==> config.mk <==
export PLATFORM = sky130hd
export DESIGN_NAME = dust_sensor_frame_and_mode_control_top_flat
export DESIGN_NICKNAME = d
export VERILOG_FILES = /design/src/rtl/core/dsfmc_pkg.sv /design/src/rtl/core/dsfmc_if.sv /design/src/rtl/core/dsfmc_cfg_regs.sv /design/src/rtl/core/dsfmc_front.sv /design/src/rtl/core/dsfmc_queue.sv /design/src/rtl/core/dsfmc_back.sv /design/src/rtl/core/dust_sensor_frame_and_mode_control_top.sv /design/src/flat_wrapper.sv
export SDC_FILE = /design/constraint.sdc
export NUM_CORES = 1
export LEC_CHECK = 0
export BUFFER_PORTS_ARGS = -buffer_cell sky130_fd_sc_hd__buf_2
export CELL_PAD_IN_SITES_DETAIL_PLACEMENT = 1
export CELL_PAD_IN_SITES_GLOBAL_PLACEMENT = 1
export CORE_MARGIN = 2
export CORE_UTILIZATION = 50
export DETAILED_ROUTE_END_ITERATION = 7
export PLACE_DENSITY_LB_ADDON = 0.12
export SETUP_SLACK_MARGIN = 0.4
export SYNTH_ARGS = -nofsm -noshare
export SYNTH_HDL_FRONTEND = slang
export SYNTH_SLANG_ARGS = --single-unit
==> constraint.sdc <==
create_clock -name clk -period 15.2 [get_ports clk]
set_input_delay 1.52 -clock clk [delete_from_list [all_inputs] [get_ports clk]]
set_output_delay 1.52 -clock clk [all_outputs]
set_load 0.02 [all_outputs]
==> src/rtl/core/dsfmc_pkg.sv <==
// ============================================================================
// dsfmc_pkg
// Types and constants shared by the particle-sensor frame parser and the
// measuring-mode command generator.
// ============================================================================
package dsfmc_pkg;

  // Frame layout
  localparam logic [4:0] FRAME_LAST_IDX  = 5'd21;
  localparam logic [4:0] IDX_STATUS      = 5'd2;
  localparam logic [4:0] IDX_PM25_HI     = 5'd5;
  localparam logic [4:0] IDX_PM25_LO     = 5'd6;
  localparam logic [4:0] IDX_PM10_HI     = 5'd7;
  localparam logic [4:0] IDX_PM10_LO     = 5'd8;
  localparam logic [4:0] IDX_MODE_HI     = 5'd9;
  localparam logic [4:0] IDX_MODE_LO     = 5'd10;

  // Interval policy
  localparam logic [15:0] INTERVAL_DEFAULT   = 16'd360;
  localparam logic [15:0] INTERVAL_TIMED_MIN = 16'd300;
  localparam logic [15:0] INTERVAL_MAX       = 16'd60000;
  localparam logic [15:0] MODE_WORD_DYNAMIC  = 16'd5;

  // Command bytes
  localparam logic [7:0] CMD_HDR0       = 8'h50;
  localparam logic [7:0] CMD_HDR1       = 8'h16;
  localparam logic [7:0] CMD_HDR2       = 8'h07;
  localparam logic [7:0] CMD_OP_DYNAMIC = 8'h05;
  localparam logic [7:0] CMD_OP_TIMING  = 8'h04;

  // Beat index within one frame's run: beat 0 is the reading, 1..8 the command.
  localparam logic [3:0] BEAT_LAST_CMD = 4'd8;

  // Register map (word index)
  typedef enum logic [1:0] {
    REG_ACTIVE_INTERVAL = 2'd0,
    REG_QUIET_INTERVAL  = 2'd1,
    REG_QUIET_ENABLED   = 2'd2
  } reg_idx_t;

  typedef enum logic [1:0] {
    CMD_NONE    = 2'd0,
    CMD_DYNAMIC = 2'd1,
    CMD_TIMING  = 2'd2
  } cmd_kind_t;

  typedef struct packed {
    logic [15:0] active_interval_s;
    logic [15:0] quiet_interval_s;
    logic        quiet_enabled;
  } cfg_t;

  // One finished frame, handed from the parser to the command generator.
  typedef struct packed {
    logic        frame_ok;
    logic [7:0]  sensor_status;
    logic [15:0] pm25_value;
    logic [15:0] pm10_value;
    logic [15:0] measure_mode;
    logic [15:0] interval_used;
    cmd_kind_t   cmd_kind;
    logic [7:0]  cmd_hi;
    logic [7:0]  cmd_lo;
  } job_t;

endpackage

==> src/rtl/core/dsfmc_if.sv <==
// ============================================================================
// dsfmc_if
// Valid/ready channels for received frame bytes and for result beats.
// ============================================================================
interface dsfmc_in_if;
  logic       valid;
  logic       ready;
  logic [7:0] rx_byte;
  logic       frame_start;
  logic       in_quiet_period;

  modport source (output valid, output rx_byte, output frame_start,
                  output in_quiet_period, input ready);
  modport sink (input valid, input rx_byte, input frame_start,
                input in_quiet_period, output ready);
endinterface

interface dsfmc_out_if;
  logic        valid;
  logic        ready;
  logic        result_kind;
  logic        frame_ok;
  logic [7:0]  sensor_status;
  logic [15:0] pm25_value;
  logic [15:0] pm10_value;
  logic [15:0] measure_mode;
  logic [15:0] interval_used;
  logic [7:0]  cmd_byte;
  logic        last_of_run;

  modport source (output valid, output result_kind, output frame_ok,
                  output sensor_status, output pm25_value, output pm10_value,
                  output measure_mode, output interval_used, output cmd_byte,
                  output last_of_run, input ready);
  modport sink (input valid, input result_kind, input frame_ok,
                input sensor_status, input pm25_value, input pm10_value,
                input measure_mode, input interval_used, input cmd_byte,
                input last_of_run, output ready);
endinterface

==> src/rtl/core/dsfmc_cfg_regs.sv <==
// ============================================================================
// dsfmc_cfg_regs
// APB register file holding the active and quiet intervals and the
// quiet-hours enable.
// ============================================================================
module dsfmc_cfg_regs (
  input  logic               clk,
  input  logic               rst_n,
  input  logic               psel,
  input  logic               penable,
  input  logic               pwrite,
  input  logic [3:0]         paddr,
  input  logic [31:0]        pwdata,
  output logic [31:0]        prdata,
  output logic               pready,
  output dsfmc_pkg::cfg_t    cfg
);
  import dsfmc_pkg::*;

  logic [15:0] active_r;
  logic [15:0] quiet_r;
  logic        quiet_en_r;
  logic        wr_en;
  reg_idx_t    reg_idx;

  assign pready  = 1'b1;
  assign wr_en   = psel && penable && pwrite;
  assign reg_idx = reg_idx_t'(paddr[3:2]);

  always_ff @(posedge clk) begin
    if (!rst_n) begin
      active_r   <= '0;
      quiet_r    <= '0;
      quiet_en_r <= 1'b0;
    end else if (wr_en) begin
      unique case (reg_idx)
        REG_ACTIVE_INTERVAL: active_r   <= pwdata[15:0];
        REG_QUIET_INTERVAL:  quiet_r    <= pwdata[15:0];
        REG_QUIET_ENABLED:   quiet_en_r <= pwdata[0];
        default: ;
      endcase
    end
  end

  always_comb begin
    unique case (reg_idx)
      REG_ACTIVE_INTERVAL: prdata = {16'd0, active_r};
      REG_QUIET_INTERVAL:  prdata = {16'd0, quiet_r};
      REG_QUIET_ENABLED:   prdata = {31'd0, quiet_en_r};
      default:             prdata = '0;
    endcase
  end

  assign cfg.active_interval_s = active_r;
  assign cfg.quiet_interval_s  = quiet_r;
  assign cfg.quiet_enabled     = quiet_en_r;

endmodule

==> src/rtl/core/dsfmc_front.sv <==
// ============================================================================
// dsfmc_front
// Frame parser: counts bytes, folds the checksum, captures the frame fields
// and, on the checksum byte, decides the interval and the mode command.
// ============================================================================
module dsfmc_front (
  input  logic               clk,
  input  logic               rst_n,
  dsfmc_in_if.sink           in_ch,
  input  dsfmc_pkg::cfg_t    cfg,
  input  logic               q_full,
  output logic               q_push,
  output dsfmc_pkg::job_t    q_job
);
  import dsfmc_pkg::*;

  logic [4:0]  byte_index_r, byte_index_nxt;
  logic [7:0]  xor_sum_r, xor_sum_nxt;
  logic [7:0]  status_r, status_nxt;
  logic [15:0] pm25_r, pm25_nxt;
  logic [15:0] pm10_r, pm10_nxt;
  logic [15:0] mode_r, mode_nxt;

  logic        accept;
  logic [4:0]  idx;
  logic [7:0]  xs;
  logic        is_last;
  logic        sum_ok;
  logic [15:0] interval;
  logic [15:0] clamped;

  assign in_ch.ready = !q_full;
  assign accept      = in_ch.valid && in_ch.ready;
  assign idx         = in_ch.frame_start ? 5'd0 : byte_index_r;
  assign xs          = in_ch.frame_start ? 8'd0 : xor_sum_r;
  assign is_last     = (idx == FRAME_LAST_IDX);
  assign sum_ok      = (xs == in_ch.rx_byte);

  always_comb begin
    byte_index_nxt = byte_index_r;
    xor_sum_nxt    = xor_sum_r;
    status_nxt     = status_r;
    pm25_nxt       = pm25_r;
    pm10_nxt       = pm10_r;
    mode_nxt       = mode_r;
    if (accept) begin
      if (is_last) begin
        byte_index_nxt = '0;
        xor_sum_nxt    = '0;
      end else begin
        byte_index_nxt = idx + 5'd1;
        xor_sum_nxt    = xs ^ in_ch.rx_byte;
        if (idx == IDX_STATUS)  status_nxt      = in_ch.rx_byte;
        if (idx == IDX_PM25_HI) pm25_nxt[15:8]  = in_ch.rx_byte;
        if (idx == IDX_PM25_LO) pm25_nxt[7:0]   = in_ch.rx_byte;
        if (idx == IDX_PM10_HI) pm10_nxt[15:8]  = in_ch.rx_byte;
        if (idx == IDX_PM10_LO) pm10_nxt[7:0]   = in_ch.rx_byte;
        if (idx == IDX_MODE_HI) mode_nxt[15:8]  = in_ch.rx_byte;
        if (idx == IDX_MODE_LO) mode_nxt[7:0]   = in_ch.rx_byte;
      end
    end
  end

  always_ff @(posedge clk) begin
    if (!rst_n) begin
      byte_index_r <= '0;
      xor_sum_r    <= '0;
      status_r     <= '0;
      pm25_r       <= '0;
      pm10_r       <= '0;
      mode_r       <= '0;
    end else begin
      byte_index_r <= byte_index_nxt;
      xor_sum_r    <= xor_sum_nxt;
      status_r     <= status_nxt;
      pm25_r       <= pm25_nxt;
      pm10_r       <= pm10_nxt;
      mode_r       <= mode_nxt;
    end
  end

  // With quiet hours configured the register is taken as is, zero included.
  always_comb begin
    if (cfg.quiet_enabled) begin
      interval = in_ch.in_quiet_period ? cfg.quiet_interval_s : cfg.active_interval_s;
    end else begin
      interval = (cfg.active_interval_s == 16'd0) ? INTERVAL_DEFAULT
                                                  : cfg.active_interval_s;
    end
    clamped = (interval > INTERVAL_MAX) ? INTERVAL_MAX : interval;
  end

  always_comb begin
    q_job.frame_ok      = sum_ok;
    q_job.sensor_status = status_r;
    q_job.pm25_value    = pm25_r;
    q_job.pm10_value    = pm10_r;
    q_job.measure_mode  = mode_r;
    q_job.interval_used = sum_ok ? interval : 16'd0;
    q_job.cmd_hi        = clamped[15:8];
    q_job.cmd_lo        = clamped[7:0];
    priority if (!sum_ok) begin
      q_job.cmd_kind = CMD_NONE;
    end else if (interval < INTERVAL_TIMED_MIN && mode_r != MODE_WORD_DYNAMIC) begin
      q_job.cmd_kind = CMD_DYNAMIC;
    end else if (interval >= INTERVAL_TIMED_MIN && mode_r != interval) begin
      q_job.cmd_kind = CMD_TIMING;
    end else begin
      q_job.cmd_kind = CMD_NONE;
    end
  end

  assign q_push = accept && is_last;

  a_idx_range: assert property (@(posedge clk) disable iff (!rst_n)
    byte_index_r <= FRAME_LAST_IDX)
    else $error("byte counter ran past the checksum byte");

endmodule

==> src/rtl/core/dsfmc_queue.sv <==
// ============================================================================
// dsfmc_queue
// Short FIFO of finished frames between the parser and the command generator.
// ============================================================================
module dsfmc_queue #(
  parameter int Depth = 2
) (
  input  logic               clk,
  input  logic               rst_n,
  input  logic               push,
  input  dsfmc_pkg::job_t    push_job,
  input  logic               pop,
  output dsfmc_pkg::job_t    head,
  output logic               empty,
  output logic               full
);
  import dsfmc_pkg::*;

  localparam int PtrW = (Depth > 1) ? $clog2(Depth) : 1;
  localparam int CntW = $clog2(Depth + 1);
  localparam logic [PtrW-1:0] PtrLast = PtrW'(Depth - 1);
  localparam logic [CntW-1:0] CntFull = CntW'(Depth);

  job_t            mem_r [Depth];
  logic [PtrW-1:0] wr_ptr_r, wr_ptr_nxt;
  logic [PtrW-1:0] rd_ptr_r, rd_ptr_nxt;
  logic [CntW-1:0] count_r, count_nxt;
  logic            do_push, do_pop;

  assign empty   = (count_r == '0);
  assign full    = (count_r == CntFull);
  assign do_push = push && !full;
  assign do_pop  = pop && !empty;
  assign head    = mem_r[rd_ptr_r];

  always_comb begin
    wr_ptr_nxt = wr_ptr_r;
    rd_ptr_nxt = rd_ptr_r;
    count_nxt  = count_r;
    if (do_push) wr_ptr_nxt = (wr_ptr_r == PtrLast) ? '0 : wr_ptr_r + 1'b1;
    if (do_pop)  rd_ptr_nxt = (rd_ptr_r == PtrLast) ? '0 : rd_ptr_r + 1'b1;
    if (do_push && !do_pop)      count_nxt = count_r + 1'b1;
    else if (do_pop && !do_push) count_nxt = count_r - 1'b1;
  end

  always_ff @(posedge clk) begin
    if (!rst_n) begin
      wr_ptr_r <= '0;
      rd_ptr_r <= '0;
      count_r  <= '0;
    end else begin
      wr_ptr_r <= wr_ptr_nxt;
      rd_ptr_r <= rd_ptr_nxt;
      count_r  <= count_nxt;
    end
  end

  always_ff @(posedge clk) begin
    if (do_push) mem_r[wr_ptr_r] <= push_job;
  end

  a_no_drop: assert property (@(posedge clk) disable iff (!rst_n)
    push |-> !full)
    else $error("frame pushed into a full queue");

endmodule

==> src/rtl/core/dsfmc_back.sv <==
// ============================================================================
// dsfmc_back
// Result generator: turns each queued frame into a reading beat and, when
// needed, the eight beats of the mode command, through an output register.
// ============================================================================
module dsfmc_back (
  input  logic               clk,
  input  logic               rst_n,
  input  dsfmc_pkg::job_t    head,
  input  logic               q_empty,
  output logic               q_pop,
  dsfmc_out_if.source        out_ch
);
  import dsfmc_pkg::*;

  logic [3:0]  seq_r, seq_nxt;
  logic        out_valid_r, out_valid_nxt;
  logic        kind_r, ok_r, last_r;
  logic [7:0]  status_r, cmd_r;
  logic [15:0] pm25_r, pm10_r, mode_r, interval_r;

  logic        slot_free;
  logic        load;
  logic        beat_last;
  logic [7:0]  op_byte;
  logic [7:0]  hi_byte;
  logic [7:0]  lo_byte;
  logic [7:0]  cks;
  logic [7:0]  beat_byte;

  assign slot_free = !out_valid_r || out_ch.ready;
  assign load      = slot_free && !q_empty;
  assign beat_last = ((seq_r == 4'd0) && (head.cmd_kind == CMD_NONE))
                     || (seq_r == BEAT_LAST_CMD);
  assign q_pop     = load && beat_last;

  // Only the timing command carries the interval; the dynamic one sends zeros.
  assign op_byte = (head.cmd_kind == CMD_TIMING) ? CMD_OP_TIMING : CMD_OP_DYNAMIC;
  assign hi_byte = (head.cmd_kind == CMD_TIMING) ? head.cmd_hi : 8'd0;
  assign lo_byte = (head.cmd_kind == CMD_TIMING) ? head.cmd_lo : 8'd0;
  assign cks     = CMD_HDR1 ^ CMD_HDR2 ^ op_byte ^ hi_byte ^ lo_byte;

  always_comb begin
    unique case (seq_r)
      4'd1:    beat_byte = CMD_HDR0;
      4'd2:    beat_byte = CMD_HDR1;
      4'd3:    beat_byte = CMD_HDR2;
      4'd4:    beat_byte = op_byte;
      4'd5:    beat_byte = hi_byte;
      4'd6:    beat_byte = lo_byte;
      4'd8:    beat_byte = cks;
      default: beat_byte = 8'd0;
    endcase
  end

  always_comb begin
    seq_nxt       = seq_r;
    out_valid_nxt = out_valid_r;
    if (slot_free) out_valid_nxt = !q_empty;
    if (load) seq_nxt = beat_last ? 4'd0 : seq_r + 4'd1;
  end

  always_ff @(posedge clk) begin
    if (!rst_n) begin
      seq_r       <= '0;
      out_valid_r <= 1'b0;
    end else begin
      seq_r       <= seq_nxt;
      out_valid_r <= out_valid_nxt;
    end
  end

  always_ff @(posedge clk) begin
    if (load) begin
      kind_r     <= (seq_r != 4'd0);
      ok_r       <= head.frame_ok;
      status_r   <= head.sensor_status;
      pm25_r     <= head.pm25_value;
      pm10_r     <= head.pm10_value;
      mode_r     <= head.measure_mode;
      interval_r <= head.interval_used;
      cmd_r      <= beat_byte;
      last_r     <= beat_last;
    end
  end

  assign out_ch.valid         = out_valid_r;
  assign out_ch.result_kind   = kind_r;
  assign out_ch.frame_ok      = ok_r;
  assign out_ch.sensor_status = status_r;
  assign out_ch.pm25_value    = pm25_r;
  assign out_ch.pm10_value    = pm10_r;
  assign out_ch.measure_mode  = mode_r;
  assign out_ch.interval_used = interval_r;
  assign out_ch.cmd_byte      = cmd_r;
  assign out_ch.last_of_run   = last_r;

  a_seq_range: assert property (@(posedge clk) disable iff (!rst_n)
    seq_r <= BEAT_LAST_CMD)
    else $error("command beat counter out of range");

  a_seq_has_job: assert property (@(posedge clk) disable iff (!rst_n)
    (seq_r != 4'd0) |-> (!q_empty && head.frame_ok && head.cmd_kind != CMD_NONE))
    else $error("command run in progress without a good frame at the queue head");

  a_cmd_beat_ok: assert property (@(posedge clk) disable iff (!rst_n)
    (out_valid_r && kind_r) |-> ok_r)
    else $error("command beat issued for a frame with a bad checksum");

endmodule

==> src/rtl/core/dust_sensor_frame_and_mode_control_top.sv <==
// ============================================================================
// dust_sensor_frame_and_mode_control_top
// Particle-sensor reading-frame parser with measuring-mode command control.
// ============================================================================
// Usage:
// The in_ch channel carries one received byte of the sensor's 22-byte reading
// frame per beat. frame_start marks byte 0 and restarts a partial frame;
// without it the stream is cut into 22-byte frames. in_quiet_period is only
// looked at on the checksum byte (byte 21).
// The out_ch channel carries results. The checksum byte of each frame causes
// one reading beat; after a good frame whose reported mode does not match the
// chosen interval, eight command beats follow. last_of_run marks the final
// beat of each run.
// Throughput: one input byte per cycle while the queue is not full. A frame's
// run of one or nine beats leaves through the output register at one beat per
// cycle while the receiver is ready, so then a 22-byte frame never backs up
// the parser. The reading beat passes through the queue and then the output
// register before it is valid on out_ch.
// The parser and the result generator are joined by a queue of QueueDepth
// finished frames. When the receiver stalls, out_ch holds its beat, the queue
// fills, and in_ch.ready drops only once the queue is full.
// Reset (rst_n low, synchronous) clears the byte count, checksum, captured
// fields, queue and registers; the configuration port is APB with pready
// always high, registers at byte addresses 0, 4 and 8.
// ============================================================================
module dust_sensor_frame_and_mode_control_top #(
  parameter int QueueDepth = 2
) (
  input  logic        clk,
  input  logic        rst_n,
  dsfmc_in_if.sink    in_ch,
  dsfmc_out_if.source out_ch,
  input  logic        psel,
  input  logic        penable,
  input  logic        pwrite,
  input  logic [3:0]  paddr,
  input  logic [31:0] pwdata,
  output logic [31:0] prdata,
  output logic        pready
);
  import dsfmc_pkg::*;

  cfg_t cfg;
  job_t push_job;
  job_t head;
  logic q_push, q_pop, q_empty, q_full;

  // The user changes configuration only while the block is idle; unenforced.
  dsfmc_cfg_regs u_cfg (
    .clk     (clk),
    .rst_n   (rst_n),
    .psel    (psel),
    .penable (penable),
    .pwrite  (pwrite),
    .paddr   (paddr),
    .pwdata  (pwdata),
    .prdata  (prdata),
    .pready  (pready),
    .cfg     (cfg)
  );

  // Front: parses bytes and classifies each finished frame.
  dsfmc_front u_front (
    .clk    (clk),
    .rst_n  (rst_n),
    .in_ch  (in_ch),
    .cfg    (cfg),
    .q_full (q_full),
    .q_push (q_push),
    .q_job  (push_job)
  );

  // Queue of finished frames waiting for their result runs.
  dsfmc_queue #(
    .Depth (QueueDepth)
  ) u_queue (
    .clk      (clk),
    .rst_n    (rst_n),
    .push     (q_push),
    .push_job (push_job),
    .pop      (q_pop),
    .head     (head),
    .empty    (q_empty),
    .full     (q_full)
  );

  // Back: expands each frame into its reading beat and command beats.
  dsfmc_back u_back (
    .clk     (clk),
    .rst_n   (rst_n),
    .head    (head),
    .q_empty (q_empty),
    .q_pop   (q_pop),
    .out_ch  (out_ch)
  );

endmodule
==> src/flat_wrapper.sv <==
// flat-port wrapper written by rule: the top's interface ports become plain ports
module dust_sensor_frame_and_mode_control_top_flat import dsfmc_pkg::*;
#(
  parameter int QueueDepth = 2
)
  (clk, rst_n, psel, penable, pwrite, paddr, pwdata, prdata, pready, in_ch_valid, in_ch_rx_byte, in_ch_frame_start, in_ch_in_quiet_period, in_ch_ready, out_ch_valid, out_ch_result_kind, out_ch_frame_ok, out_ch_sensor_status, out_ch_pm25_value, out_ch_pm10_value, out_ch_measure_mode, out_ch_interval_used, out_ch_cmd_byte, out_ch_last_of_run, out_ch_ready);
  dsfmc_in_if in_ch_i ();
  dsfmc_out_if out_ch_i ();
  input  logic clk;
  input  logic rst_n;
  input  logic psel;
  input  logic penable;
  input  logic pwrite;
  input  logic [3:0] paddr;
  input  logic [31:0] pwdata;
  output logic [31:0] prdata;
  output logic pready;
  input wire logic [$bits(in_ch_i.valid)-1:0] in_ch_valid;
  input wire logic [$bits(in_ch_i.rx_byte)-1:0] in_ch_rx_byte;
  input wire logic [$bits(in_ch_i.frame_start)-1:0] in_ch_frame_start;
  input wire logic [$bits(in_ch_i.in_quiet_period)-1:0] in_ch_in_quiet_period;
  output wire logic [$bits(in_ch_i.ready)-1:0] in_ch_ready;
  output wire logic [$bits(out_ch_i.valid)-1:0] out_ch_valid;
  output wire logic [$bits(out_ch_i.result_kind)-1:0] out_ch_result_kind;
  output wire logic [$bits(out_ch_i.frame_ok)-1:0] out_ch_frame_ok;
  output wire logic [$bits(out_ch_i.sensor_status)-1:0] out_ch_sensor_status;
  output wire logic [$bits(out_ch_i.pm25_value)-1:0] out_ch_pm25_value;
  output wire logic [$bits(out_ch_i.pm10_value)-1:0] out_ch_pm10_value;
  output wire logic [$bits(out_ch_i.measure_mode)-1:0] out_ch_measure_mode;
  output wire logic [$bits(out_ch_i.interval_used)-1:0] out_ch_interval_used;
  output wire logic [$bits(out_ch_i.cmd_byte)-1:0] out_ch_cmd_byte;
  output wire logic [$bits(out_ch_i.last_of_run)-1:0] out_ch_last_of_run;
  input wire logic [$bits(out_ch_i.ready)-1:0] out_ch_ready;
  assign in_ch_i.valid = in_ch_valid;
  assign in_ch_i.rx_byte = in_ch_rx_byte;
  assign in_ch_i.frame_start = in_ch_frame_start;
  assign in_ch_i.in_quiet_period = in_ch_in_quiet_period;
  assign in_ch_ready = in_ch_i.ready;
  assign out_ch_valid = out_ch_i.valid;
  assign out_ch_result_kind = out_ch_i.result_kind;
  assign out_ch_frame_ok = out_ch_i.frame_ok;
  assign out_ch_sensor_status = out_ch_i.sensor_status;
  assign out_ch_pm25_value = out_ch_i.pm25_value;
  assign out_ch_pm10_value = out_ch_i.pm10_value;
  assign out_ch_measure_mode = out_ch_i.measure_mode;
  assign out_ch_interval_used = out_ch_i.interval_used;
  assign out_ch_cmd_byte = out_ch_i.cmd_byte;
  assign out_ch_last_of_run = out_ch_i.last_of_run;
  assign out_ch_i.ready = out_ch_ready;
  dust_sensor_frame_and_mode_control_top #(.QueueDepth(QueueDepth)) u_core (.clk(clk), .rst_n(rst_n), .in_ch(in_ch_i), .out_ch(out_ch_i), .psel(psel), .penable(penable), .pwrite(pwrite), .paddr(paddr), .pwdata(pwdata), .prdata(prdata), .pready(pready));
endmodule
# Yosys cells after proc, flatten, opt, wreduce, memory -nomap -nowiden

Memories as Yosys holds them, arrays and structs flattened. A register that Yosys moved wholly into a read port is not among the register bits.
Index checks and enable logic that the tools add are counted.
Widths: inputs -> output; s select.

Bitwise logic cells: 5
Mux-type cells: 26
Order comparisons: 3
Eq/ne operators: 22
Add/subtract/negate cells: 6
Reductions and logical operators: 37

Operators by type and width:

| operator             | number |
|---|---|
| $mux 16              | 5 |
| $pmux 8 s7           | 1 |
| $pmux 16 s3          | 1 |
| $mux 8               | 4 |
| $reduce_and 3->1     | 7 |
| $ge 16x9->1 const B  | 1 |
| $gt 16x16->1 const B | 1 |
| $logic_not 16->1     | 1 |
| $lt 16x9->1 const B  | 1 |
| $ne 16x16->1         | 1 |
| $ne 16x3->1 const B  | 1 |
| $xor 8x8->8          | 2 |
| $eq 5x3->1 const B   | 3 |
| $eq 5x4->1 const B   | 3 |
| $logic_and 1x1->1    | 13 |
| $eq 4x3->1 const B   | 3 |
| $mux 2               | 5 |
| $mux 5               | 2 |
| $eq 4x2->1 const B   | 2 |
| $eq 8x8->1           | 1 |
| $xor 5x8->8          | 1 |
| $mux 1               | 7 |
| $eq 2x2->1 const B   | 3 |
| $logic_not 2->1      | 3 |
| 19 further kinds     | 27 |

Word-level logic and storage cells: 126
Input bits: 53
Flip-flop bits (word level): 194
Output and inout port bits: 118
RAM bits: 182
Memories: 1

Memory list:

| memory               | words | width | read ports | clocked after Yosys merged registers in | write ports | line              | RTL |
|---|---|---|---|---|---|---|---|
| u_core.u_queue.mem_r | 2     | 91    | 1          | 1                                       | 1           | dsfmc_queue.sv:24 | `job_t mem_r [Depth];` |

# Longest topological paths before layout

Gate-level depths: netlist of run 1.

Word-level depth: 9
Depth in mapped cells: 11
Mapped depth without buffers: 10

# Cells and area by module

From an unflattened synthesis of run 1, not the netlist that was laid out.

Cell total of the unflattened synthesis: 1219
Area, all modules: 15939.0 um2

By module, submodules not included:

| module         | times used | cells each | sequential area each (um2) | area each (um2) |
|---|---|---|---|---|
| dsfmc_queue    | 1          | 308        | 5565.3                     | 6796.5 |
| dsfmc_front    | 1          | 548        | 1381.3                     | 4316.6 |
| dsfmc_back     | 1          | 179        | 2592.5                     | 3160.5 |
| dsfmc_cfg_regs | 1          | 184        | 660.6                      | 1665.3 |

# Worst setup path after synthesis of run 1

No wires, ideal clock.

Kind: input -> register
Start point: input port in_ch_frame_start
End point: memory u_core.u_queue.mem_r[0][0] in the netlist's numbering (enable)
Library setup time: 0.654 ns
Arrival: 9.008 ns
Required time: 14.546 ns
Stages on the path: 7
Path buffers: 3
Path slack: 5.538 ns
Cells stage by stage: buf_2 -> buf_2 -> buf_1 -> nand2b_1 -> ha_1 -> nand4_1 -> nor3_1

Word-level cells in the longest chain between the ends: 6

RTL lines:

| element                      | line               | RTL |
|---|---|---|
| start, declared              | flat_wrapper.sv:20 | `input wire logic [$bits(in_ch_i.frame_start)-1:0] in_ch_frame_start;` |
| $mux 5                       | dsfmc_front.sv:34  | `assign idx = in_ch.frame_start ? 5'd0 : byte_index_r;` |
| $eq 5x5->1                   | dsfmc_front.sv:36  | `assign is_last = (idx == FRAME_LAST_IDX);` |
| $logic_and 1x1->1            | dsfmc_front.sv:113 | `assign q_push = accept && is_last;` |
| $logic_and 1x1->1            | dsfmc_queue.sv:32  | `assign do_push = push && !full;` |
| $mux 1                       | dsfmc_queue.sv:59  | `if (do_push) mem_r[wr_ptr_r] <= push_job;` |
| $mux 1 (implied by the code) | dsfmc_queue.sv:59  |  |
| end, declared                | dsfmc_queue.sv:24  |  |

Every way passes these cells.

# Worst setup path after layout of run 1

Start point: input port in_ch_frame_start
End point: memory u_core.u_queue.mem_r[0][44] in the netlist's numbering (enable)

Same word-level chain as after synthesis.

==> results of run 1 <==
==> area by class of cell <==
type	count	share of cell area, %
clock buffers	60	6.114
clock inverters	13	1.058
well taps	402	2.780
flip-flops and latches	377	56.40
repair buffers	143	4.067
inverters	25	0.5187
multi-input cells	764	29.06
==> per-stage QoR <==
step	utilization (%)	worst slack [ns]	power [uW]	cells	cell area, um^2
4_1_cts	57.63	10.84	2135	1784	18090
6_report	57.63	10.83	2117	1784	18090
3_3_place_gp	53.50	10.35	1177	1711	16790
5_1_grt	57.63	10.53	2182	1784	18090
3_5_place_dp	53.50	10.30	1179	1711	16790
2_1_floorplan	-	5.538	1162	1247	15940
==> cell families (layout without fill, tap and decap cells) <==
group	count (synthesis)	count (layout)
DFF	377	377
and+or+nand+nor	368	368
AOI/OAI and AO/OA	179	179
muxes	162	162
buffers and inverters	106	241
xor gates and xnor gates	29	29
adders and majority gates	9	9
other	2	17
==> per-layer routing <==
metal	GRT usage, %	vias to the layer above
met4	6.355	0
met1	32.88	4994
met3	3.033	62
li1	-	4680
met2	36.46	253
met5	0	-
==> synthesized netlist by cell type, drive strengths merged (3+ instances only) <==
master     n
a22o       3
a21oi     27
a21boi    57
nor4      10
nor3b      9
a2111oi    4
or3        5
nand4      9
dfxtp    112
buf       39
o21ai     34
nand2    141
a22oi      5
mux2      75
ha         9
a221oi     3
and3       7
o22a       3
and2      17
xor2      13
nor2b     51
xnor2     16
a31oi      8
o22ai      4
o211ai     5
nor3      10
mux2i     87
nand3     19
o32ai      5
nand2b     8
o221ai     3
nor4bb     5
clkbuf    42
edfxtp   265
nor2      66
inv       25
==> worst paths after layout <==
| kind | to | slack (ns) | cells past startpoint |
|---|---|---|---|
| setup / recovery | u_core.u_queue.mem_r[0][44] | 10.83 | 7 |
| setup reg to reg | u_core.u_queue.mem_r[0][17] | 11.85 | 6 |
| hold / removal | u_core.u_queue.mem_r[0][56] | 0.45 | 0 |
| hold reg to reg | u_core.u_queue.mem_r[0][56] | 0.45 | 0 |
==> registers in the layout, indices dropped and copies added, names as in the netlist, 2 cells and up, named ones only <==
name,count
u_core.u_front.mode_r,16
u_core.u_back.out_ch.measure_mode,16
u_core.u_front.byte_index_r,5
u_core.u_front.pm10_r,16
u_core.u_front.pm25_r,16
u_core.u_back.seq_r,4
u_core.u_back.out_ch.pm10_value,16
u_core.u_back.out_ch.interval_used,16
u_core.u_queue.count_r,2
u_core.u_back.out_ch.sensor_status,8
u_core.u_front.status_r,8
u_core.u_back.out_ch.cmd_byte,8
u_core.u_front.xor_sum_r,8
u_core.u_cfg.active_r,16
u_core.u_queue.mem_r,182
u_core.u_back.out_ch.pm25_value,16
u_core.u_cfg.quiet_r,16
==> power by group through the flow <==
stage	registers [uW]	clock network (uW)	logic, uW
finish	1100	960	62.3
global route	1100	1020	68.2
CTS	1100	978	62.1
detailed placement	1120	0	61.7
global placement	1120	0	60.1
floorplan	1120	0	46.8
==> cells in the final DEF, fill, tap and decap left out, drive strengths merged, types with 26 or more instances in the layout <==
cell type / Yosys / routed
mux2: 75 / 75
o21ai: 34 / 34
inv: 25 / 26
a21oi: 27 / 27
nor2b: 51 / 51
buf: 39 / 143
mux2i: 87 / 87
a21boi: 57 / 57
nor2: 66 / 66
nand2: 141 / 141
dfxtp: 112 / 112
edfxtp: 265 / 265
clkbuf: 42 / 60
==> flow_metrics.py, run 1 <==
metrics = {
    "run_status": {
        "run_status": "complete, no violations",
    },
    "setup_path": {
        "path_common_cell": "buf_4",
        "cp_data_required_time_ns": 15.35,
        "reg2reg_from": "u_core.u_cfg.quiet_en_r",
        "end_kind": "flop",
        "cpPeakStageDelay_ns": 0.83,
        "startpoint_type": "primary input",
        "critical-path-top-delay-family": "buffers and inverters",
        "startpoint": "in_ch_frame_start",
        "path_cells": "buf_2, nand2b_1, ha_1, nand4_1, nor3_2, buf_4, buf_4",
        "crit_slowest_cell": "buf_4",
        "cp_max_fo": 73,
        "cp_data_arrival_time_ns": 4.51,
        "crit_type": "in2reg",
        "crit_buf_inv": 3,
    },
    "cts": {
        "root_buffer": "clkbuf_16",
        "path_clk_slew_ns": 0.06,
        "tritoncts": "built",
        "clk_latency_ns": 0.54,
        "clkSinkCount": 377,
        "cts_buffers": 40,
        "hold_buffers": 0,
        "clk_path_buf_depth": 3,
        "htreeDepth": 2,
        "cts_setup_buffers": 0,
        "cts_resized": 0,
    },
    "yosys": {
        "synth_fa_ha_area_share_pct": 0.7090,
        "synth_xor_area_share_pct": 1.599,
        "ys_seq_area_share_pct": 64.22,
        "ys.flop_type": "edfxtp_1",
        "synth_top_area_share_pct": 50.10,
        "synthDistinctLibCells": 70,
        "synthMuxAreaShare_pct": 10.80,
        "synth_compound_area_share_pct": 7.854,
        "async_flop_share_pct": 0,
        "syn-cell-area_mm2": 0.01588,
        "ys_ff_latch": 377,
        "synth_cells": 1232,
        "ys_top_cells_by_area": "edfxtp_1 (50%), dfxtp_1 (14%), mux2i_1 (5.5%)",
        "yosysTopAreaCell": "edfxtp_1",
        "post_synth.cell_area_avg_um2": 12.89,
        "synthSimpleGateAreaFrac_pct": 11.63,
        "synth_edf_count": 265,
        "synth_top_family_by_area": "simple AND/OR/NAND/NOR gates",
        "ys_warn_count": 0,
    },
    "sta": {
        "finalCriticalPeriod_ns": 4.367,
        "setup_tns_ns": 0,
        "hold_viol_final": 0,
        "post-route-period-util_pct": 28.73,
        "timing.hold.ws_ns": 0.4523,
        "tightest_slew_ns": 1.184,
        "drv_slew": 0,
        "slew_headroom_pct": 20.72,
        "final.setup_skew_ns": 0.01859,
        "rsz0062_at_grt": "no",
        "fmax_mhz": 229.0,
        "finalSetupViolations": 0,
    },
    "power": {
        "p_int_uw": 1673,
        "p_sw_uw": 444.3,
        "pwr-share-clk_pct": 45.3,
        "comb_power_share_pct": 2.9,
        "power_per_cell_area_mw_per_mm2": 117.0,
        "leakagePower_uw": 0.006675,
        "p_sw_share_pct": 20.98,
        "vdd_drop_max_mv": 0.06841,
        "power_frac_seq_pct": 51.7,
    },
    "floorplan": {
        "die_w_um": 182.2,
        "ios": 171,
        "die_y_um": 182.2,
        "coreArea_mm2": 0.03139,
        "start_util_pct": 50.59,
        "die_area_mm2": 0.03321,
        "fp-row-count": 65,
    },
    "finish": {
        "seq_area_mm2": 0.01020,
        "diodes": 0,
        "drive_gt1_share_pct": 21.27,
        "multi_input_area_mm2": 0.005258,
        "fill_cells": 3147,
        "finalNetCount": 1413,
        "synthToLayoutAreaGrowth_pct": 13.90,
    },
    "grt": {
        "first_global_vias": 10246,
        "grt_overflow_total": 0,
        "track_usage_pct": 22.78,
        "grt_pass1_wl_um": 58740,
        "grt_max_degree": 111,
        "antenna_found_initial": 0,
    },
    "placed_design": {
        "dp_hpwl_um": 24210,
        "gp_congestion": 0.8510,
        "port_buffers": 135,
    },
    "detailed_routing": {
        "dr.pass1.iters": 5,
        "via_per_inst": 5.599,
        "wire_per_inst_um": 20.99,
        "wirelength_um": 37450,
        "drc": 0,
        "wl_met2_um": 17290,
        "ant_nets": 0,
        "route.met3.wl_um": 1548,
        "top_layer": "met4",
        "drt_iter0_drc": 584,
        "vias": 9989,
        "wl_met1_um": 17750,
    },
    "worst_hold_path": {
        "min_path_type": "reg2reg",
        "min_from": "u_core.u_front.pm10_r[6]",
    },
    "flow_run": {
        "drv_cap": 0,
    },
}
No activity file was read; power rests on OpenSTA's default activity.
==> inputs of run 2 (changes only) <==
CORE_UTILIZATION = 43   (was 50)
clock period = 4 ns   (was 15.2 ns; I/O delays follow)
==> run 2 against run 1 <==
  * Cell count up 4.3%
  * Flip-flop and latch count is the same
  * Setup slack got worse by 9.9 ns
  * Clock power grew to 3.7 times the previous value
  * Largest power group unchanged
  * Critical path type is now reg2reg
  * Die area rose by 16%
  * Hold slack got worse by 0.35 ns
  * Global-route usage down 3.1 points
  * Core utilization is 7.6 points lower
  * Sequential share of layout area down 0.60 points
  * First-iteration DRC count shrank 7.2%
  * Final area grew 1.1%
  * Highest routed layer unchanged
  * Via count is 0.78% lower
==> flow_metrics.py, run 2 (same netlist as run 1, synthesis figures left out) <==
metrics = {
    "run_status": {
        "run_status": "complete, no violations",
    },
    "grt": {
        "grt_overflow_total": 0,
        "antenna_found_initial": 0,
        "grt_pass1_wl_um": 58500,
        "track_usage_pct": 19.64,
        "first_global_vias": 10198,
        "grt_max_degree": 59,
    },
    "setup_path": {
        "crit_path_end": "u_core.u_queue.mem_r[1][17]",
        "cp_data_arrival_time_ns": 3.32,
        "reg2reg_from": "u_core.u_cfg.quiet_en_r",
        "cp_max_fo": 24,
        "cp_data_required_time_ns": 4.28,
        "startpoint": "u_core.u_cfg.quiet_en_r",
        "crit_type": "reg2reg",
        "rr_endpoint": "u_core.u_queue.mem_r[1][17]",
        "r2r_cells": 6,
        "end_kind": "flop",
        "startpoint_type": "flop",
        "r2r_slack_ns": 0.96,
    },
    "floorplan": {
        "die_y_um": 196.2,
        "die_w_um": 196.2,
        "fp-row-count": 70,
        "start_util_pct": 43.49,
        "die_area_mm2": 0.03849,
        "ios": 171,
        "coreArea_mm2": 0.03652,
    },
    "power": {
        "comb_power_share_pct": 3.0,
        "p_sw_share_pct": 21.48,
        "pwr-share-clk_pct": 44.5,
        "power_frac_seq_pct": 52.5,
        "leakagePower_uw": 0.006727,
        "power_per_cell_area_mw_per_mm2": 433.1,
        "p_sw_uw": 1701,
        "vdd_drop_max_mv": 0.2294,
        "p_int_uw": 6220,
    },
    "finish": {
        "layout_commonest_cell": "edfxtp_1",
        "final_cell_mix": "edfxtp_1 (265), nand2_1 (139), buf_2 (135)",
        "synthToLayoutAreaGrowth_pct": 15.13,
        "finalNetCount": 1423,
        "drive_gt1_share_pct": 22.27,
        "diodes": 0,
        "largest_register_ffs": 182,
        "top_register": "u_core.u_queue.mem_r",
        "post-route-util_pct": 50.07,
    },
    "cts": {
        "path_clk_slew_ns": 0.07,
        "cts_resized": 0,
        "cts_buffers": 40,
        "root_buffer": "clkbuf_16",
        "cts_setup_buffers": 0,
        "tritoncts": "built",
        "clk_path_buf_depth": 3,
        "clk_latency_ns": 0.55,
        "hold_buffers": 0,
        "htreeDepth": 2,
        "clkSinkCount": 377,
    },
    "detailed_routing": {
        "via_per_inst": 5.328,
        "dr.pass1.iters": 5,
        "wire_per_inst_um": 20.16,
        "vias": 9911,
        "wirelength_um": 37490,
        "drt_iter0_drc": 542,
        "drc": 0,
        "ant_nets": 0,
    },
    "sta": {
        "tightest_slew_ns": 0.8377,
        "timing.hold.ws_ns": 0.09734,
        "slew_headroom_pct": 44.02,
        "finalCriticalPeriod_ns": 3.044,
        "drv_slew": 0,
        "setup_tns_ns": 0,
        "finalSetupViolations": 0,
        "rsz0062_at_grt": "no",
        "hold_viol_final": 0,
        "post-route-period-util_pct": 76.10,
        "final.setup_skew_ns": 0.02575,
        "fmax_mhz": 328.5,
    },
    "placed_design": {
        "dp_hpwl_um": 25150,
        "gp_congestion": 0.8672,
        "port_buffers": 135,
    },
    "worst_hold_path": {
        "min_path_type": "in2reg",
    },
    "flow_run": {
        "drv_cap": 0,
    },
}
==> run 2: cell count changes in the layout (fill, tap and decap cells not counted), sizes merged <==
cell      delta
clkbuf       -6
buf         +10
clkinvlp     +1
clkinv       +4
inv          +3
bufinv       -2
==> run 2: worst min-delay path by stage <==
stage               cells past startpoint                     endpoint                       from
floorplan                               0  u_core.u_queue.mem_r[0][58]   u_core.u_front.pm10_r[8]
CTS                                     3     u_core.u_cfg.active_r[8]                  pwdata[8]
global placement                        0  u_core.u_queue.mem_r[1][81]  u_core.u_front.pm25_r[15]
finish                                  3     u_core.u_cfg.active_r[8]                  pwdata[8]
detailed placement                      0  u_core.u_queue.mem_r[0][70]   u_core.u_front.pm25_r[4]
global route                            3     u_core.u_cfg.active_r[4]                  pwdata[4]
==> run 2: power by group through the flow <==
| stage | Clock (uW) | Combinational, uW | Sequential (uW) |
|---|---|---|---|
| after floorplan | 0 | 182 | 4240 |
| after CTS | 3610 | 238 | 4160 |
| final | 3520 | 237 | 4160 |
| after global placement | 0 | 233 | 4240 |
| after detailed placement | 0 | 238 | 4250 |
| after global routing | 3760 | 260 | 4160 |
==> run 2: cell type report <==
| class | count | area, um^2 |
|---|---|---|
| tap | 468 | 585.6 |
| timing repair buffer | 153 | 873.3 |
| fill | 3767 | 18240 |
| multi-input combinational | 764 | 5286 |
| clock inverter | 19 | 160.2 |
| sequential | 377 | 10200 |
| clock buffer | 54 | 1084 |
| inverter | 25 | 93.84 |
==> run 2: metrics by stage <==
stage,power [uW],area (um^2),instances,setup slack [ns]
6_report,7921,18290,1860,0.9561
5_1_grt,8178,18290,1860,0.8150
4_1_cts,8012,18290,1860,0.9911
3_5_place_dp,4483,17040,1787,1.009
3_3_place_gp,4478,17040,1787,1.033
2_1_floorplan,4421,16010,1247,0.01428
==> run 2: worst max-delay path, cell delays in order (launching register included) <==
cell	delay, ns
dfxtp_1	0.72
nand2_2	0.55
a21boi_1	0.52
nand2_1	0.09
or4_1	0.50
a221oi_2	0.27
a311oi_1	0.12
==> run 2: metal layers <==
metal / wire (um) / share of wire, % / track usage [%]
met2: 16680 / 44 / 30.51
met5: 0 / 0 / 0
met1: 18570 / 50 / 28.71
met3: 1542 / 4.1 / 3.146
met4: 701 / 1.9 / 5.163
==> inputs of run 3 (changes only) <==
CORE_UTILIZATION = 48   (was 43)
clock period = 3.1 ns   (was 4 ns; I/O delays follow)
==> run 3 against run 2 <==
  * Largest power group unchanged
  * Sequential power increased by 29%
  * Power increased by 30%
  * Core utilization increased by 6.3 points
  * Setup slack got worse by 0.35 ns
  * Combinational power increased by 32%
  * Critical endpoint is now u_core.u_queue.count_r[1]
  * Largest cell class unchanged
  * Maximum frequency increased by 22%
  * Global-route usage increased by 2.7 points
  * Critical path depth increased by 3
  * Wire length increased by 0.61%
  * Die area decreased by 10%
==> flow_metrics.py, run 3 (same netlist as run 1, synthesis figures left out) <==
metrics = {
    "run_status": {
        "run_status": "complete, no violations",
    },
    "floorplan": {
        "fp-row-count": 66,
        "start_util_pct": 48.82,
        "coreArea_mm2": 0.03254,
        "die_y_um": 185.9,
        "die_area_mm2": 0.03456,
        "ios": 171,
        "die_w_um": 185.9,
    },
    "grt": {
        "antenna_found_initial": 0,
        "track_usage_pct": 22.33,
        "grt_pass1_wl_um": 59400,
        "first_global_vias": 10467,
        "grt_max_degree": 54,
        "grt_overflow_total": 0,
    },
    "setup_path": {
        "cp_data_arrival_time_ns": 2.94,
        "cp_max_fo": 8,
        "crit_type": "reg2reg",
        "reg2reg_from": "u_core.u_back.seq_r[0]",
        "crit_path_end": "u_core.u_queue.count_r[1]",
        "critical-path-top-delay-family": "simple AND/OR/NAND/NOR gates",
        "crit_buf_inv": 2,
        "crit_slowest_cell": "ha_1",
        "crit_cells": 9,
        "cp_data_required_time_ns": 3.55,
        "rr_endpoint": "u_core.u_queue.count_r[1]",
        "end_kind": "flop",
        "startpoint": "u_core.u_back.seq_r[0]",
        "startpoint_type": "flop",
        "cpPeakStageDelay_ns": 0.37,
        "path_cells": "inv_1, ha_1, inv_1, nor2_2, a31oi_1, nand2b_1, ha_1, or3_1, a21boi_1",
        "r2r_slack_ns": 0.61,
        "r2r_cells": 9,
    },
    "finish": {
        "drive_gt1_share_pct": 22.68,
        "top_register": "u_core.u_queue.mem_r",
        "layout_commonest_cell": "edfxtp_1",
        "final_cell_mix": "edfxtp_1 (265), nand2_1 (139), buf_2 (135)",
        "final_cell_area_mm2": 0.01834,
        "finalNetCount": 1430,
        "largest_register_ffs": 182,
        "synthToLayoutAreaGrowth_pct": 15.50,
    },
    "cts": {
        "tritoncts": "built",
        "htreeDepth": 2,
        "root_buffer": "clkbuf_16",
        "cts_setup_buffers": 0,
        "clk_latency_ns": 0.54,
        "clk_path_buf_depth": 3,
        "clkSinkCount": 377,
        "cts_buffers": 40,
        "path_clk_slew_ns": 0.06,
    },
    "placed_design": {
        "dp_hpwl_um": 25040,
        "post-place-ws_ns": 0.5023,
        "gp_congestion": 0.8863,
        "port_buffers": 135,
        "place_area_mm2": 0.01708,
    },
    "detailed_routing": {
        "wire_per_inst_um": 20.49,
        "drc": 0,
        "dr.pass1.iters": 6,
        "wirelength_um": 37720,
        "ant_nets": 0,
        "vias": 10027,
        "via_per_inst": 5.446,
        "drt_iter0_drc": 590,
    },
    "power": {
        "power_per_cell_area_mw_per_mm2": 561.6,
        "vdd_drop_max_mv": 0.5831,
        "leakagePower_uw": 0.006760,
        "finalPower_uw": 10300,
    },
    "sta": {
        "fmax_mhz": 401.5,
        "post-route-period-util_pct": 80.35,
        "tightest_slew_ns": 0.7837,
        "finalSetupViolations": 0,
        "rsz0062_at_grt": "no",
        "final.setup_skew_ns": 0.01566,
        "hold_viol_final": 0,
        "finalCriticalPeriod_ns": 2.491,
        "timing.final.ws_setup_ns": 0.6092,
        "slew_headroom_pct": 47.35,
        "setup_tns_ns": 0,
        "drv_slew": 0,
        "timing.hold.ws_ns": 0.02798,
    },
    "flow_run": {
        "drv_cap": 0,
    },
    "worst_hold_path": {
        "min_path_type": "in2reg",
        "hold_path_depth": 3,
    },
}
## run 3: what timing repair did
| action | in CTS | in global routing |
|---|---|---|
| endpoints found under the setup margin | 0 | 1 |
| hold buffers | 0 | 0 |
| resized for setup | 0 | 1 |
## run 3: how the worst min path moves through the flow
stage	startpoint	endpoint	slack (ns)
after detailed placement	u_core.u_front.pm25_r[14]	u_core.u_queue.mem_r[0][80]	0.44
after global placement	u_core.u_front.pm10_r[9]	u_core.u_queue.mem_r[1][59]	0.43
final	pwdata[7]	u_core.u_cfg.active_r[7]	0.03
after floorplan	u_core.u_front.pm10_r[8]	u_core.u_queue.mem_r[0][58]	0.43
after CTS	pwdata[7]	u_core.u_cfg.active_r[7]	0.01
after global routing	pwdata[15]	u_core.u_cfg.quiet_r[15]	0.04
## run 3: power breakdown
group	total [uW]	internal (uW)	switching (uW)
logic	312	117	195
registers	5370	5340	28.1
clock network	4620	2700	1920
## run 3: worst min-delay path, delay by kind of cell
family                 cells  cell delay [ns]
buffers and inverters      1             0.10
and+or+nand+nor            1             0.05
AOI/OAI and AO/OA          1             0.05
## run 3: per-stage QoR
step / utilization, % / std cells
finish: 56.38 / 1841
global placement: 52.48 / 1768
detailed placement: 52.48 / 1768
CTS: 56.36 / 1840
floorplan: - / 1247
global route: 56.37 / 1840
## run 3: metal layers
metal / track usage [%] / part of all wire (%) / vias up
li1: - / - / 4729
met1: 31.56 / 47 / 5003
met2: 36.31 / 47 / 242
met3: 3.052 / 4.1 / 53
met4: 5.890 / 2.1 / 0
met5: 0 / 0 / -
## run 3: cell type report
type	count	area [um^2]
clock buffer	58	1079
clock inverter	14	185.2
tap	442	553.0
fill	3337	14190
timing repair buffer	160	925.9
antenna	1	2.502
inverter	25	93.84
multi-input combinational	764	5296
sequential	377	10210
